`src/sv/rpd_pkg.sv`:
```
`default_nettype none

package rpd_pkg;

    localparam int MAX_TRANSFER_BYTES = 16384;
    localparam int POS_W              = $clog2(MAX_TRANSFER_BYTES + 1);

    localparam logic [31:0] PACKET_MSG_TYPE = 32'd1;
    localparam logic [31:0] HEADER_BYTES    = 32'd44;
    localparam logic [31:0] DATA_BASE       = 32'd8;
    localparam logic [31:0] MAX_MSG_LEN     = 32'(MAX_TRANSFER_BYTES);

    typedef enum logic [1:0] {
        KIND_PAYLOAD   = 2'd0,
        KIND_BAD_TYPE  = 2'd1,
        KIND_MALFORMED = 2'd2,
        KIND_TRUNCATED = 2'd3
    } kind_t;

    typedef struct packed {
        logic [7:0] in_byte;
        logic       end_of_transfer;
    } byte_item_t;

    typedef struct packed {
        kind_t      out_kind;
        logic [7:0] out_byte;
        logic       last_of_frame;
        logic       has_extras;
    } result_item_t;

endpackage

`default_nettype wire

```
`src/sv/rndis_packet_deframer_top.sv`:
```
`default_nettype none

// channel   dir  handshake                   payload
// byte      in   byte_valid / byte_ready     byte_item_t   (in_byte, end_of_transfer)
// result    out  result_valid / result_ready result_item_t (kind, byte, last, extras)
//
// One byte per cycle unless result_ready stalls; a request yields at most one result.
// Path: input register, decode with message state, result register.
// The input register advances while the result register is empty or being drained.
// rst_n clears position, header words, extras and discard state; no sweep needed.

module rndis_packet_deframer_top
    import rpd_pkg::*;
(
    input  wire logic         clk,
    input  wire logic         rst_n,
    input  wire byte_item_t   byte_data,
    input  wire logic         byte_valid,
    output logic              byte_ready,
    output result_item_t      result_data,
    output logic              result_valid,
    input  wire logic         result_ready
);

    byte_item_t   item;
    logic         item_valid;
    logic         slot_free;
    logic         advance;
    logic         res_valid;
    result_item_t res;

    assign advance = item_valid && slot_free;

    rpd_in_stage u_in
    (
        .clk        (clk),
        .rst_n      (rst_n),
        .byte_data  (byte_data),
        .byte_valid (byte_valid),
        .byte_ready (byte_ready),
        .advance    (advance),
        .item       (item),
        .item_valid (item_valid)
    );

    rpd_core u_core
    (
        .clk       (clk),
        .rst_n     (rst_n),
        .step      (advance),
        .item      (item),
        .res_valid (res_valid),
        .res       (res)
    );

    rpd_out_stage u_out
    (
        .clk          (clk),
        .rst_n        (rst_n),
        .load         (res_valid),
        .res          (res),
        .slot_free    (slot_free),
        .result_data  (result_data),
        .result_valid (result_valid),
        .result_ready (result_ready)
    );

endmodule

`default_nettype wire

```
`src/sv/rpd_in_stage.sv`:
```
`default_nettype none

module rpd_in_stage
    import rpd_pkg::*;
(
    input  wire logic       clk,
    input  wire logic       rst_n,
    input  wire byte_item_t byte_data,
    input  wire logic       byte_valid,
    output logic            byte_ready,
    input  wire logic       advance,
    output byte_item_t      item,
    output logic            item_valid
);

    byte_item_t data_reg;
    logic       valid_reg;
    logic       valid_next;
    logic       take;

    assign byte_ready = !valid_reg || advance;
    assign take       = byte_valid && byte_ready;

    always_comb
    begin
        valid_next = valid_reg;
        if (take)
        begin
            valid_next = 1'b1;
        end
        else if (advance)
        begin
            valid_next = 1'b0;
        end
    end

    always_ff @(posedge clk or negedge rst_n)
    begin
        if (!rst_n)
        begin
            valid_reg <= 1'b0;
        end
        else
        begin
            valid_reg <= valid_next;
        end
    end

    always_ff @(posedge clk)
    begin
        if (take)
        begin
            data_reg <= byte_data;
        end
    end

    assign item       = data_reg;
    assign item_valid = valid_reg;

endmodule

`default_nettype wire

```
`src/sv/rpd_core.sv`:
```
`default_nettype none

module rpd_core
    import rpd_pkg::*;
(
    input  wire logic       clk,
    input  wire logic       rst_n,
    input  wire logic       step,
    input  wire byte_item_t item,
    output logic            res_valid,
    output result_item_t    res
);

    logic [POS_W-1:0] pos_reg,   pos_next;
    logic [23:0]      type_reg,  type_next;
    logic [31:0]      mlen_reg,  mlen_next;
    logic [31:0]      off_reg,   off_next;
    logic [23:0]      dlen_reg,  dlen_next;
    logic [POS_W-1:0] start_reg, start_next;
    logic [POS_W-1:0] end_reg,   end_next;
    logic             extras_reg, extras_next;
    logic             discard_reg, discard_next;

    logic [7:0]       b;
    logic             eot;
    logic             in_header;
    logic [1:0]       lane;
    logic [31:0]      type_full;
    logic [31:0]      dlen_full;
    logic [33:0]      msg_end;
    logic             bad_lengths;
    logic [POS_W:0]   pos_inc;
    logic             in_payload;
    logic             is_last;
    logic             payload_done;

    assign b         = item.in_byte;
    assign eot       = item.end_of_transfer;
    assign in_header = (pos_reg[POS_W-1:4] == '0);
    assign lane      = pos_reg[1:0];
    assign pos_inc   = {1'b0, pos_reg} + {{POS_W{1'b0}}, 1'b1};

    assign type_full = {b, type_reg};
    assign dlen_full = {b, dlen_reg};
    assign msg_end   = {2'b00, off_reg} + {2'b00, DATA_BASE} + {2'b00, dlen_full};
    assign bad_lengths = (mlen_reg < HEADER_BYTES) || (mlen_reg > MAX_MSG_LEN)
                       || (off_reg < DATA_BASE) || (msg_end > {2'b00, mlen_reg});

    assign in_payload   = (pos_reg >= start_reg) && (pos_reg < end_reg);
    assign is_last      = in_payload && (pos_inc == {1'b0, end_reg});
    assign payload_done = (pos_inc >= {1'b0, end_reg});

    always_comb
    begin
        pos_next     = pos_reg;
        type_next    = type_reg;
        mlen_next    = mlen_reg;
        off_next     = off_reg;
        dlen_next    = dlen_reg;
        start_next   = start_reg;
        end_next     = end_reg;
        extras_next  = extras_reg;
        discard_next = discard_reg;
        res_valid    = 1'b0;
        res          = '{out_kind: KIND_PAYLOAD, out_byte: 8'd0,
                         last_of_frame: 1'b0, has_extras: 1'b0};

        if (discard_reg)
        begin
            if (eot)
            begin
                discard_next = 1'b0;
                pos_next     = '0;
                extras_next  = 1'b0;
            end
        end
        else if (in_header)
        begin
            case (pos_reg[3:2])
                2'd0:
                begin
                    if (lane != 2'd3)
                    begin
                        type_next[lane*8 +: 8] = b;
                    end
                end
                2'd1:    mlen_next[lane*8 +: 8] = b;
                2'd2:    off_next[lane*8 +: 8]  = b;
                default:
                begin
                    if (lane != 2'd3)
                    begin
                        dlen_next[lane*8 +: 8] = b;
                    end
                end
            endcase

            if (pos_reg == POS_W'(3) && type_full != PACKET_MSG_TYPE)
            begin
                res_valid    = 1'b1;
                res.out_kind = KIND_BAD_TYPE;
                pos_next     = '0;
                extras_next  = 1'b0;
                discard_next = !eot;
            end
            else if (pos_reg == POS_W'(15) && bad_lengths)
            begin
                res_valid    = 1'b1;
                res.out_kind = KIND_MALFORMED;
                pos_next     = '0;
                extras_next  = 1'b0;
                discard_next = !eot;
            end
            else if (eot)
            begin
                res_valid    = 1'b1;
                res.out_kind = KIND_TRUNCATED;
                pos_next     = '0;
                extras_next  = 1'b0;
            end
            else
            begin
                pos_next = pos_inc[POS_W-1:0];
                if (pos_reg == POS_W'(15))
                begin
                    start_next = off_reg[POS_W-1:0] + DATA_BASE[POS_W-1:0];
                    end_next   = msg_end[POS_W-1:0];
                end
            end
        end
        else
        begin
            if (pos_reg < HEADER_BYTES[POS_W-1:0] && b != 8'd0)
            begin
                extras_next = 1'b1;
            end

            if (in_payload && (is_last || !eot))
            begin
                res_valid         = 1'b1;
                res.out_kind      = KIND_PAYLOAD;
                res.out_byte      = b;
                res.last_of_frame = is_last;
                res.has_extras    = is_last && extras_next;
            end
            else if (eot && !payload_done)
            begin
                res_valid    = 1'b1;
                res.out_kind = KIND_TRUNCATED;
                res.out_byte = in_payload ? b : 8'd0;
            end

            if (eot || pos_inc >= {1'b0, mlen_reg[POS_W-1:0]})
            begin
                pos_next    = '0;
                extras_next = 1'b0;
            end
            else
            begin
                pos_next = pos_inc[POS_W-1:0];
            end
        end

        if (!step)
        begin
            res_valid = 1'b0;
        end
    end

    always_ff @(posedge clk or negedge rst_n)
    begin
        if (!rst_n)
        begin
            pos_reg     <= '0;
            type_reg    <= '0;
            mlen_reg    <= '0;
            off_reg     <= '0;
            dlen_reg    <= '0;
            start_reg   <= '0;
            end_reg     <= '0;
            extras_reg  <= 1'b0;
            discard_reg <= 1'b0;
        end
        else if (step)
        begin
            pos_reg     <= pos_next;
            type_reg    <= type_next;
            mlen_reg    <= mlen_next;
            off_reg     <= off_next;
            dlen_reg    <= dlen_next;
            start_reg   <= start_next;
            end_reg     <= end_next;
            extras_reg  <= extras_next;
            discard_reg <= discard_next;
        end
    end

endmodule

`default_nettype wire

```
`src/sv/rpd_out_stage.sv`:
```
`default_nettype none

module rpd_out_stage
    import rpd_pkg::*;
(
    input  wire logic         clk,
    input  wire logic         rst_n,
    input  wire logic         load,
    input  wire result_item_t res,
    output logic              slot_free,
    output result_item_t      result_data,
    output logic              result_valid,
    input  wire logic         result_ready
);

    result_item_t data_reg;
    logic         valid_reg;
    logic         valid_next;

    assign slot_free = !valid_reg || result_ready;

    always_comb
    begin
        valid_next = valid_reg;
        if (load)
        begin
            valid_next = 1'b1;
        end
        else if (result_ready)
        begin
            valid_next = 1'b0;
        end
    end

    always_ff @(posedge clk or negedge rst_n)
    begin
        if (!rst_n)
        begin
            valid_reg <= 1'b0;
        end
        else
        begin
            valid_reg <= valid_next;
        end
    end

    always_ff @(posedge clk)
    begin
        if (load)
        begin
            data_reg <= res;
        end
    end

    assign result_data  = data_reg;
    assign result_valid = valid_reg;

endmodule

`default_nettype wire

```
`config.mk`:
```
export PLATFORM = sky130hd
export DESIGN_NAME = rndis_packet_deframer_top
export DESIGN_NICKNAME = d
export VERILOG_FILES = /design/src/sv/rpd_pkg.sv /design/src/sv/rndis_packet_deframer_top.sv /design/src/sv/rpd_in_stage.sv /design/src/sv/rpd_core.sv /design/src/sv/rpd_out_stage.sv
export SDC_FILE = /design/constraint.sdc
export NUM_CORES = 1
export LEC_CHECK = 0
export BUFFER_PORTS_ARGS = -buffer_cell sky130_fd_sc_hd__buf_4
export CAP_MARGIN = 10
export CORE_ASPECT_RATIO = 1.5
export CORE_MARGIN = 3
export CORE_UTILIZATION = 64
export DETAILED_ROUTE_END_ITERATION = 8
export GPL_TIMING_DRIVEN = 0
export PLACE_DENSITY = 0.81
export SYNTH_ARGS = -nofsm -noshare
export SYNTH_HDL_FRONTEND = slang
export SYNTH_SLANG_ARGS = --single-unit
```
`constraint.sdc`:
```
create_clock -name clk -period 8.1 [get_ports clk]
set_clock_uncertainty 0.2 [all_clocks]
set_input_delay 1.62 -clock clk [delete_from_list [all_inputs] [get_ports clk]]
set_output_delay 1.62 -clock clk [all_outputs]
set_load 0.02 [all_outputs]
```
==> impl_metrics.json, run 1 <==
{
  "synth-edff-count": 21,
  "antenna_found_initial": 0,
  "outcome": "complete, no violations",
  "ys_top_cells_by_count": "nand2_1, dfrtp_1, o21ai_0, ha_1, inv_1",
  "ys_seq_area_share_pct": 39.15,
  "grt_use_total_pct": 33.82,
  "grt_max_degree": 100,
  "vias": 10140,
  "firstDrtPassIters": 5,
  "core-area_mm2": 0.01809,
  "start_kind": "register",
  "nNetsFinal": 1460,
  "synth_area_leader_cell": "dfrtp_1",
  "postSynthCellCount": 1268,
  "routedWlPerCell_um": 21.45,
  "min_path_type": "reg2reg",
  "ys_warn_count": 0,
  "synth.most_common_cell": "nand2_1",
  "r2r_end": "u_core.end_reg[1]",
  "vias_per_cell": 6.432,
  "post_route_cells_drive_above_1_share_pct": 9.255,
  "setup_violations": 0,
  "path_max_fanout": 10,
  "drc_errors": 0,
  "irDropWorstVdd_v": 0.0001404,
  "finalSetupTns_ps": 0,
  "cts_buffer_depth": 2,
  "leakagePower_nw": 6.049,
  "globalplace.congestion": 0.9687,
  "r2r-start": "u_core.off_reg[4]",
  "grt_pass1_wl_um": 54130,
  "crit_chain": "ha_1 > inv_1 > nor2_1 > nand2_1 > xnor2_1 > ha_1 > a211oi_1 > o21ai_0 > a211oi_2 > o21ai_0 > or4_1 > a31oi_1 > o21ai_0 > a21oi_1 > xnor2_1 > ha_1 > a2111oi_1 > nand4_1 > o2111ai_1 > o2111ai_1 > or4_1 > buf_6 > buf_12 > mux2_4",
  "insertedDiodeCount": 0,
  "cts_setup_buffers": 0,
  "fp.dieW_um": 117.3,
  "hold_viol_final": 0,
  "hpwl_um": 26240,
  "synth_top_area_share_pct": 33.86,
  "htreeDepth": 4,
  "finalWirelength_um": 33830,
  "rrSetupSlack_ps": 430,
  "grt_pass1_vias": 10420,
  "fmax_mhz": 130.3,
  "rsz0062_at_grt": "no",
  "syn_area_mm2": 0.01190,
  "ys.flop_type": "dfrtp_1",
  "fin_util_pct": 72.30,
  "cts_buffers": 17,
  "fp-row-count": 60,
  "clock_latency_ps": 450,
  "total_power_mw": 2.636,
  "power.density_mw_per_mm2": 201.5,
  "synth_nets": 1412,
  "cpPeakStageDelay_ps": 730,
  "die_area_mm2": 0.02030,
  "design_area_mm2": 0.01308,
  "ctsHoldBuffers": 0,
  "synth_seq_cells": 182,
  "synth_area_leaders": "dfrtp_1, ha_1, nand2_1",
  "cts_resized": 0,
  "min_path_cells": 2,
  "period_share_pct": 94.75,
  "holdCritStartpoint": "u_core.type_reg[16]",
  "drtAntennaViolNets": 0,
  "port_buffers": 26,
  "critical_path_required_ps": 8230,
  "start_util_pct": 65.77,
  "io_pins": 27,
  "slew_viol_final": 0,
  "fin_crit_ps": 7675,
  "clk_pin_slew_ps": 80,
  "max-cap-violations": 0,
  "cts_tree": "done",
  "cpMaxStageDelayCell": "or4_1",
  "gr-total-overflow": 0,
  "reg2regPathDepth": 24,
  "cp.arrival_ps": 7800,
  "dpl_cell_area_mm2": 0.01246,
  "cts_root_buf": "clkbuf_16",
  "synthArstFlopShare_pct": 88.46,
  "area_growth_pct": 9.925,
  "drt_iter0_drc": 1002,
  "avgSynthCellArea_um2": 9.385,
  "relSlewSlack_pct": 12.11,
  "cts.sinks": 182,
  "die_y_um": 173.0,
  "worstSetupEndpointType": "register",
  "worstMarginPinSlew_ps": 1316,
  "critPathKind": "reg2reg",
  "synth_cell_type_count": 70,
  "holdPathEnd": "u_core.type_reg[16]"
}
worst max-delay path by stage:
stage,startpoint,cells after the start,slack (ps),end
3_5_place_dp,u_core.off_reg[3],24,470,u_out.result_data[7]
2_1_floorplan,u_core.off_reg[3],22,1880,u_out.result_data[0]
4_1_cts,u_core.off_reg[3],24,410,u_out.result_data[7]
3_3_place_gp,u_core.off_reg[3],22,180,u_out.result_data[6]
6_report,u_core.off_reg[4],24,430,u_core.end_reg[1]
5_1_grt,u_core.off_reg[3],26,3,u_core.end_reg[1]
routing by layer:
layer	track usage, %	vias to the layer above	routed length, µm
li1	-	4692	-
met1	35.53	4839	11820
met2	59.07	444	16950
met3	6.414	169	2101
met4	26.61	0	2950
met5	0	-	0
cell usage in the layout (no fill, tap or decap), drive strengths merged, types with 16 or more instances in the layout:
cell type,count
a21o,19
a21oi,62
a32o,32
and3,16
buf,49
clkbuf,39
dfrtp,161
edfxtp,21
ha,130
inv,89
mux2,28
nand2,190
nand3,28
nand4,27
nor2,50
nor3,16
nor4,25
o21ai,136
xnor2,49
xor2,20
worst max-delay path, delay by kind of cell, from the launching register on:
family,cells,cell delay (ps)
AO/OA/AOI/OAI,10,3080
AND/OR/NAND/NOR,5,1800
adder cells (fa/ha/maj),3,840
flip-flops,1,490
XOR/XNOR,2,440
buffers and inverters,3,410
multiplexers,1,300
kinds of logic after synthesis:
logic type                 Yosys count  synth area share (%)
and+or+nand+nor                    419                 17.06
muxes                               28                 3.470
DFF                                182                 39.15
xor gates and xnor gates            69                 5.078
adders and majority gates          131                 13.84
AOI/OAI and AO/OA                  315                 16.97
buffers and inverters              124                 4.426
report_power, final:
part	internal (mW)	switching, mW	total, mW	leakage [nW]
registers	1.02	0.0663	1.09	2.44
clock network	0.417	0.419	0.836	0.289
logic	0.234	0.481	0.714	3.32
cell type report:
| cell class | count | area [µm²] |
|---|---|---|
| plain buffers | 43 | 222.7 |
| clock buffers | 17 | 425.4 |
| clock inverters | 15 | 172.7 |
| fillers | 1376 | 5011 |
| inverters | 81 | 304.0 |
| multi-input cells | 962 | 6739 |
| flip-flops and latches | 182 | 4659 |
| well taps | 248 | 310.3 |
| repair buffers | 29 | 247.7 |
through the flow:
step	cells	hold WS [ps]	setup WS, ps
6_report	1577	291.6	425.0
5_1_grt	1577	318.5	2.960
4_1_cts	1576	292.0	411.1
3_5_place_dp	1544	275.0	466.7
3_3_place_gp	1542	264.0	180.4
2_1_floorplan	1268	249.8	1880
(Power assumes the default switching activity.)
==> run 2: changes to the inputs <==
--- a/config.mk
+++ b/config.mk
@@ -6,13 +6,15 @@
 export NUM_CORES = 1
 export LEC_CHECK = 0
 export BUFFER_PORTS_ARGS = -buffer_cell sky130_fd_sc_hd__buf_4
-export CAP_MARGIN = 10
-export CORE_ASPECT_RATIO = 1.5
+export CAP_MARGIN = 20
+export CELL_PAD_IN_SITES_DETAIL_PLACEMENT = 2
+export CELL_PAD_IN_SITES_GLOBAL_PLACEMENT = 2
+export CORE_ASPECT_RATIO = 1.2
 export CORE_MARGIN = 3
-export CORE_UTILIZATION = 64
+export CORE_UTILIZATION = 41
 export DETAILED_ROUTE_END_ITERATION = 8
 export GPL_TIMING_DRIVEN = 0
-export PLACE_DENSITY = 0.81
+export PLACE_DENSITY_LB_ADDON = 0.1
 export SYNTH_ARGS = -nofsm -noshare
 export SYNTH_HDL_FRONTEND = slang
 export SYNTH_SLANG_ARGS = --single-unit
==> run 2 against run 1 <==
Against the previous run:
- count of clock-buffer cells in the layout increased by 1
- non-clock buffer count shrank 1
- cell count up 8.2%
- hold slack is essentially flat
- utilization is 26 points lower
- setup slack got worse by 13 ps
- global-route usage is 5.6 points lower
==> impl_metrics.json, run 2 (same netlist as run 1, synthesis figures left out) <==
{
  "outcome": "complete, no violations",
  "critPathKind": "reg2reg",
  "setup_violations": 0,
  "p_switching_mw": 1.012,
  "reg2regPathDepth": 26,
  "internal_power_mw": 1.689,
  "holdWs_ps": 291.4,
  "htreeDepth": 4,
  "holdPathEnd": "u_core.type_reg[17]",
  "cp_top_family": "compound AO/OA/AOI/OAI gates",
  "layout_commonest_cell": "nand2_1",
  "slew_viol_final": 0,
  "p_sw_share_pct": 37.48,
  "cts_root_buf": "clkbuf_16",
  "drtAntennaViolNets": 0,
  "die_area_mm2": 0.03111,
  "seq_power_share_pct": 40.7,
  "routedWlPerCell_um": 25.13,
  "die_y_um": 192.6,
  "holdCritStartpoint": "u_core.type_reg[17]",
  "fin_crit_ps": 7688,
  "path_buf_inv": 3,
  "area_growth_pct": 11.10,
  "wl_met2_um": 22210,
  "grt_max_degree": 116,
  "drt_iter0_drc": 504,
  "met3_length_um": 896,
  "max-cap-violations": 0,
  "cp.arrival_ps": 7820,
  "clk_pin_slew_ps": 80,
  "fp.dieW_um": 161.5,
  "top_layer": "met4",
  "cts.sinks": 182,
  "cts_buffers": 17,
  "io_pins": 27,
  "post_route_cells_drive_above_1_share_pct": 9.337,
  "min_path_type": "reg2reg",
  "core-area_mm2": 0.02825,
  "start_kind": "register",
  "period_share_pct": 94.92,
  "path_common_cell": "ha_1",
  "critical_path_required_ps": 8230,
  "met1_length_um": 17780,
  "final_cell_mix": "nand2_1, dfrtp_1, o21ai_0",
  "leakagePower_nw": 6.046,
  "cpMaxStageDelayCell": "or4_1",
  "rrSetupSlack_ps": 410,
  "grt_pass1_vias": 11280,
  "drc_errors": 0,
  "antenna_found_initial": 0,
  "globalplace.congestion": 0.8548,
  "cpPeakStageDelay_ps": 680,
  "clockPowerShare_pct": 31.3,
  "power.density_mw_per_mm2": 204.3,
  "gr-total-overflow": 0,
  "grt_use_total_pct": 28.22,
  "relSlewSlack_pct": 23.50,
  "r2r_end": "u_core.end_reg[9]",
  "irDropWorstVdd_v": 0.00009374,
  "rsz0062_at_grt": "no",
  "min_path_cells": 2,
  "finalWirelength_um": 42910,
  "path_max_fanout": 10,
  "hpwl_um": 32960,
  "hold_viol_final": 0,
  "total_power_mw": 2.701,
  "port_buffers": 26,
  "fp-row-count": 67,
  "start_util_pct": 42.12,
  "fmax_mhz": 130.1,
  "vias_per_cell": 5.964,
  "clock_latency_ps": 450,
  "insertedDiodeCount": 0,
  "fin_util_pct": 46.80,
  "worstMarginPinSlew_ps": 1137,
  "cts_buffer_depth": 2,
  "nNetsFinal": 1459,
  "pwr-share-comb_pct": 28.0,
  "vias": 10180,
  "cts_tree": "done",
  "firstDrtPassIters": 5,
  "worstSetupEndpointType": "register",
  "r2r-start": "u_core.off_reg[4]",
  "grt_pass1_wl_um": 66610
}
-- run 2: layout make-up --
cell class / count / area [µm²]
fill: 3088 / 15030
tap: 379 / 474.2
sequential: 182 / 4659
multi-input combinational: 962 / 6749
buffer: 43 / 222.7
clock inverter: 14 / 147.6
clock buffer: 18 / 429.2
timing repair buffer: 28 / 235.2
inverter: 81 / 304.0
-- run 2: layer usage --
metal,GRT usage [%],up-vias
li1,-,4671
met1,32.98,5277
met4,13.08,0
met2,51.75,161
met3,3.156,71
met5,0,-
-- run 2: worst max path at each step --
stage | from | to | slack, ps | depth (start not counted)
5_1_grt | u_core.off_reg[4] | u_core.end_reg[9] | 20 | 26
6_report | u_core.off_reg[4] | u_core.end_reg[9] | 410 | 26
4_1_cts | u_core.off_reg[4] | u_out.result_data[3] | 110 | 25
3_5_place_dp | u_core.off_reg[3] | u_out.result_data[9] | 140 | 24
2_1_floorplan | u_core.off_reg[3] | u_out.result_data[0] | 1880 | 22
3_3_place_gp | u_core.off_reg[4] | u_out.result_data[9] | -60 | 22
-- run 2: worst reg2reg max path, cell delays in order (launching register included) --
cell	delay (ps)
dfrtp_1	550
ha_1	300
inv_1	70
nor2_2	250
nand2_1	110
nor2_2	270
and3_1	350
xor2_1	170
ha_1	310
a21oi_1	300
a21boi_0	140
a311oi_1	460
o21ai_0	300
a21o_1	240
a21oi_1	170
xnor2_1	180
ha_1	290
a211oi_1	240
nor2_1	80
a2111oi_1	540
nand4_1	160
o2111ai_1	210
o2111ai_1	350
or4_1	680
buf_6	180
buf_6	160
mux2_4	300
-- run 2: power groups by stage --
stage               Clock, mW  Sequential (mW)  Combinational, mW
finish                  0.846             1.10              0.757
global route            0.897             1.11              0.820
CTS                     0.860             1.10              0.748
detailed placement          0             1.11              0.738
global placement            0             1.11              0.700
floorplan                   0             1.10              0.417
-- run 2: repair_timing --
item	in CTS	in global routing
endpoints found under the setup margin	12	55
hold buffers	0	0
setup buffers	0	0
gates resized for setup	1	6
-- run 2: through the flow --
step | instances | setup WS, ps | area (µm²) | setup TNS (ps)
floorplan | 1268 | 1880 | 11900 | 0
CTS | 1707 | 114.4 | 13200 | 0
global route | 1707 | 15.54 | 13220 | 0
finish | 1707 | 411.6 | 13220 | 0
global placement | 1673 | -55.44 | 12570 | -658.2
detailed placement | 1675 | 139.2 | 12620 | 0
==> run 3: changes to the inputs <==
--- a/config.mk
+++ b/config.mk
@@ -14,7 +14,7 @@
 export CORE_UTILIZATION = 41
 export DETAILED_ROUTE_END_ITERATION = 8
 export GPL_TIMING_DRIVEN = 0
-export PLACE_DENSITY_LB_ADDON = 0.1
+export PLACE_DENSITY = 0.86
 export SYNTH_ARGS = -nofsm -noshare
 export SYNTH_HDL_FRONTEND = slang
 export SYNTH_SLANG_ARGS = --single-unit
==> run 3 against run 2 <==
Against the previous run:
- sequential share of layout area decreased by 0.35 points
- flip-flop and latch count unchanged
- count of clock-buffer cells in the layout increased by 2
- setup slack worse by 170 ps
- first-iteration DRC count up 54%
- sequential power about the same
- cell count grew 0.18%
- critical endpoint is now u_core.end_reg[5]
- final area up 1.0%
- die area unchanged
==> impl_metrics.json, run 3 (same netlist as run 1, synthesis figures left out) <==
{
  "outcome": "complete, no violations",
  "fp-row-count": 67,
  "cts.sinks": 182,
  "die_area_mm2": 0.03111,
  "relSlewSlack_pct": 18.88,
  "ctsHoldBuffers": 0,
  "fin_util_pct": 47.27,
  "rrSetupSlack_ps": 240,
  "clock_latency_ps": 460,
  "holdCritStartpoint": "u_core.type_reg[20]",
  "start_kind": "register",
  "dpl_worst_slack_ps": -21.65,
  "grt_pass1_wl_um": 76760,
  "cts_buffers": 17,
  "hold_viol_final": 0,
  "cp.arrival_ps": 7990,
  "finalWirelength_um": 50510,
  "grt_max_degree": 105,
  "cts_tree": "done",
  "path_max_fanout": 10,
  "fin_crit_ps": 7856,
  "setup_violations": 0,
  "fp.dieW_um": 161.5,
  "die_y_um": 192.6,
  "area_growth_pct": 12.22,
  "total_power_mw": 2.863,
  "globalplace.congestion": 0.8903,
  "drc_errors": 0,
  "worstSetupEndpointType": "register",
  "min_path_cells": 2,
  "post_route_cells_drive_above_1_share_pct": 9.925,
  "dpl_cell_area_mm2": 0.01262,
  "fmax_mhz": 127.3,
  "critPathKind": "reg2reg",
  "slew_viol_final": 0,
  "setup_ws_ps": 244.0,
  "period_share_pct": 96.99,
  "final_cells": 1710,
  "vias": 10870,
  "min_path_type": "reg2reg",
  "vias_per_cell": 6.356,
  "routedWlPerCell_um": 29.54,
  "nNetsFinal": 1461,
  "clk_pin_slew_ps": 80,
  "final_cell_mix": "nand2_1, dfrtp_1, o21ai_0",
  "drt_iter0_drc": 776,
  "max-cap-violations": 0,
  "reg2regPathDepth": 24,
  "rsz0062_at_grt": "no",
  "finalSetupTns_ps": 0,
  "leakagePower_nw": 6.083,
  "design_area_mm2": 0.01335,
  "gr-total-overflow": 0,
  "power.density_mw_per_mm2": 214.4,
  "port_buffers": 26,
  "antenna_found_initial": 1,
  "start_util_pct": 42.12,
  "firstDrtPassIters": 5,
  "r2r-start": "u_core.off_reg[4]",
  "placed_cells": 1676,
  "hpwl_um": 33910,
  "io_pins": 27,
  "critical_path_required_ps": 8240,
  "core-area_mm2": 0.02825,
  "multi_input_area_mm2": 0.006802,
  "regArea_mm2": 0.004659,
  "cts_setup_buffers": 0,
  "drtAntennaViolNets": 0,
  "holdWs_ps": 281.6,
  "irDropWorstVdd_v": 0.0001281,
  "cts_buffer_depth": 2,
  "fill_cells": 2999,
  "r2r_end": "u_core.end_reg[5]",
  "layout_commonest_cell": "nand2_1",
  "cts_root_buf": "clkbuf_16",
  "grt_use_total_pct": 32.92,
  "grt_pass1_vias": 12320,
  "worstMarginPinSlew_ps": 1214,
  "holdPathEnd": "u_core.type_reg[20]",
  "htreeDepth": 4
}
## run 3: worst max path at each step
stage / from / to / cells past startpoint
after global routing: u_core.off_reg[4] / u_core.end_reg[5] / 24
after floorplan: u_core.off_reg[3] / u_out.result_data[0] / 22
after global placement: u_core.off_reg[4] / u_out.result_data[6] / 22
after detailed placement: u_core.off_reg[4] / u_out.result_data[3] / 23
final: u_core.off_reg[4] / u_core.end_reg[5] / 24
after CTS: u_core.off_reg[4] / u_core.end_reg[5] / 24
## run 3: cell type report
| cell class | count | share of cell area (%) |
|---|---|---|
| multi-input combinational | 962 | 50.93 |
| clock buffer | 20 | 3.579 |
| buffer | 43 | 1.668 |
| timing repair buffer | 30 | 1.874 |
| clock inverter | 12 | 1.209 |
| tap | 379 | 3.551 |
| antenna | 1 | 0.01874 |
| sequential | 182 | 34.89 |
| inverter | 81 | 2.277 |
## run 3: routing by layer
| metal | track usage (%) | share of wire [%] |
|---|---|---|
| met1 | 35.63 | 37 |
| met2 | 58.40 | 51 |
| met3 | 6.376 | 4.9 |
| met4 | 22.05 | 7.4 |
| met5 | 0 | 0.022 |
## run 3: worst max-delay path: stages (launching register included)
cell	delay (ps)
dfrtp_1	510
ha_1	280
inv_1	90
nor2_2	300
nand2_1	130
xnor2_1	400
ha_1	400
a211oi_1	290
o21ai_0	220
a211oi_4	450
o21ai_0	260
or4_1	480
a31oi_2	320
o21ai_0	230
a21oi_1	310
xnor2_1	140
ha_1	240
a2111oi_2	370
nand4_1	200
o2111ai_1	250
o2111ai_2	330
or4_1	650
buf_6	180
buf_12	150
mux2_4	330
## run 3: power by group
group,total (mW),switching (mW),internal [mW],leakage [nW]
registers,1.10,0.0807,1.02,2.44
clock network,0.935,0.409,0.526,0.307
logic,0.827,0.582,0.245,3.34
total,2.86,1.07,1.79,6.08
## run 3: timing repair
item                                    CTS  global route
gates resized for setup                   6             9
endpoints found under the setup margin   58            61
pin swaps                                 0             0
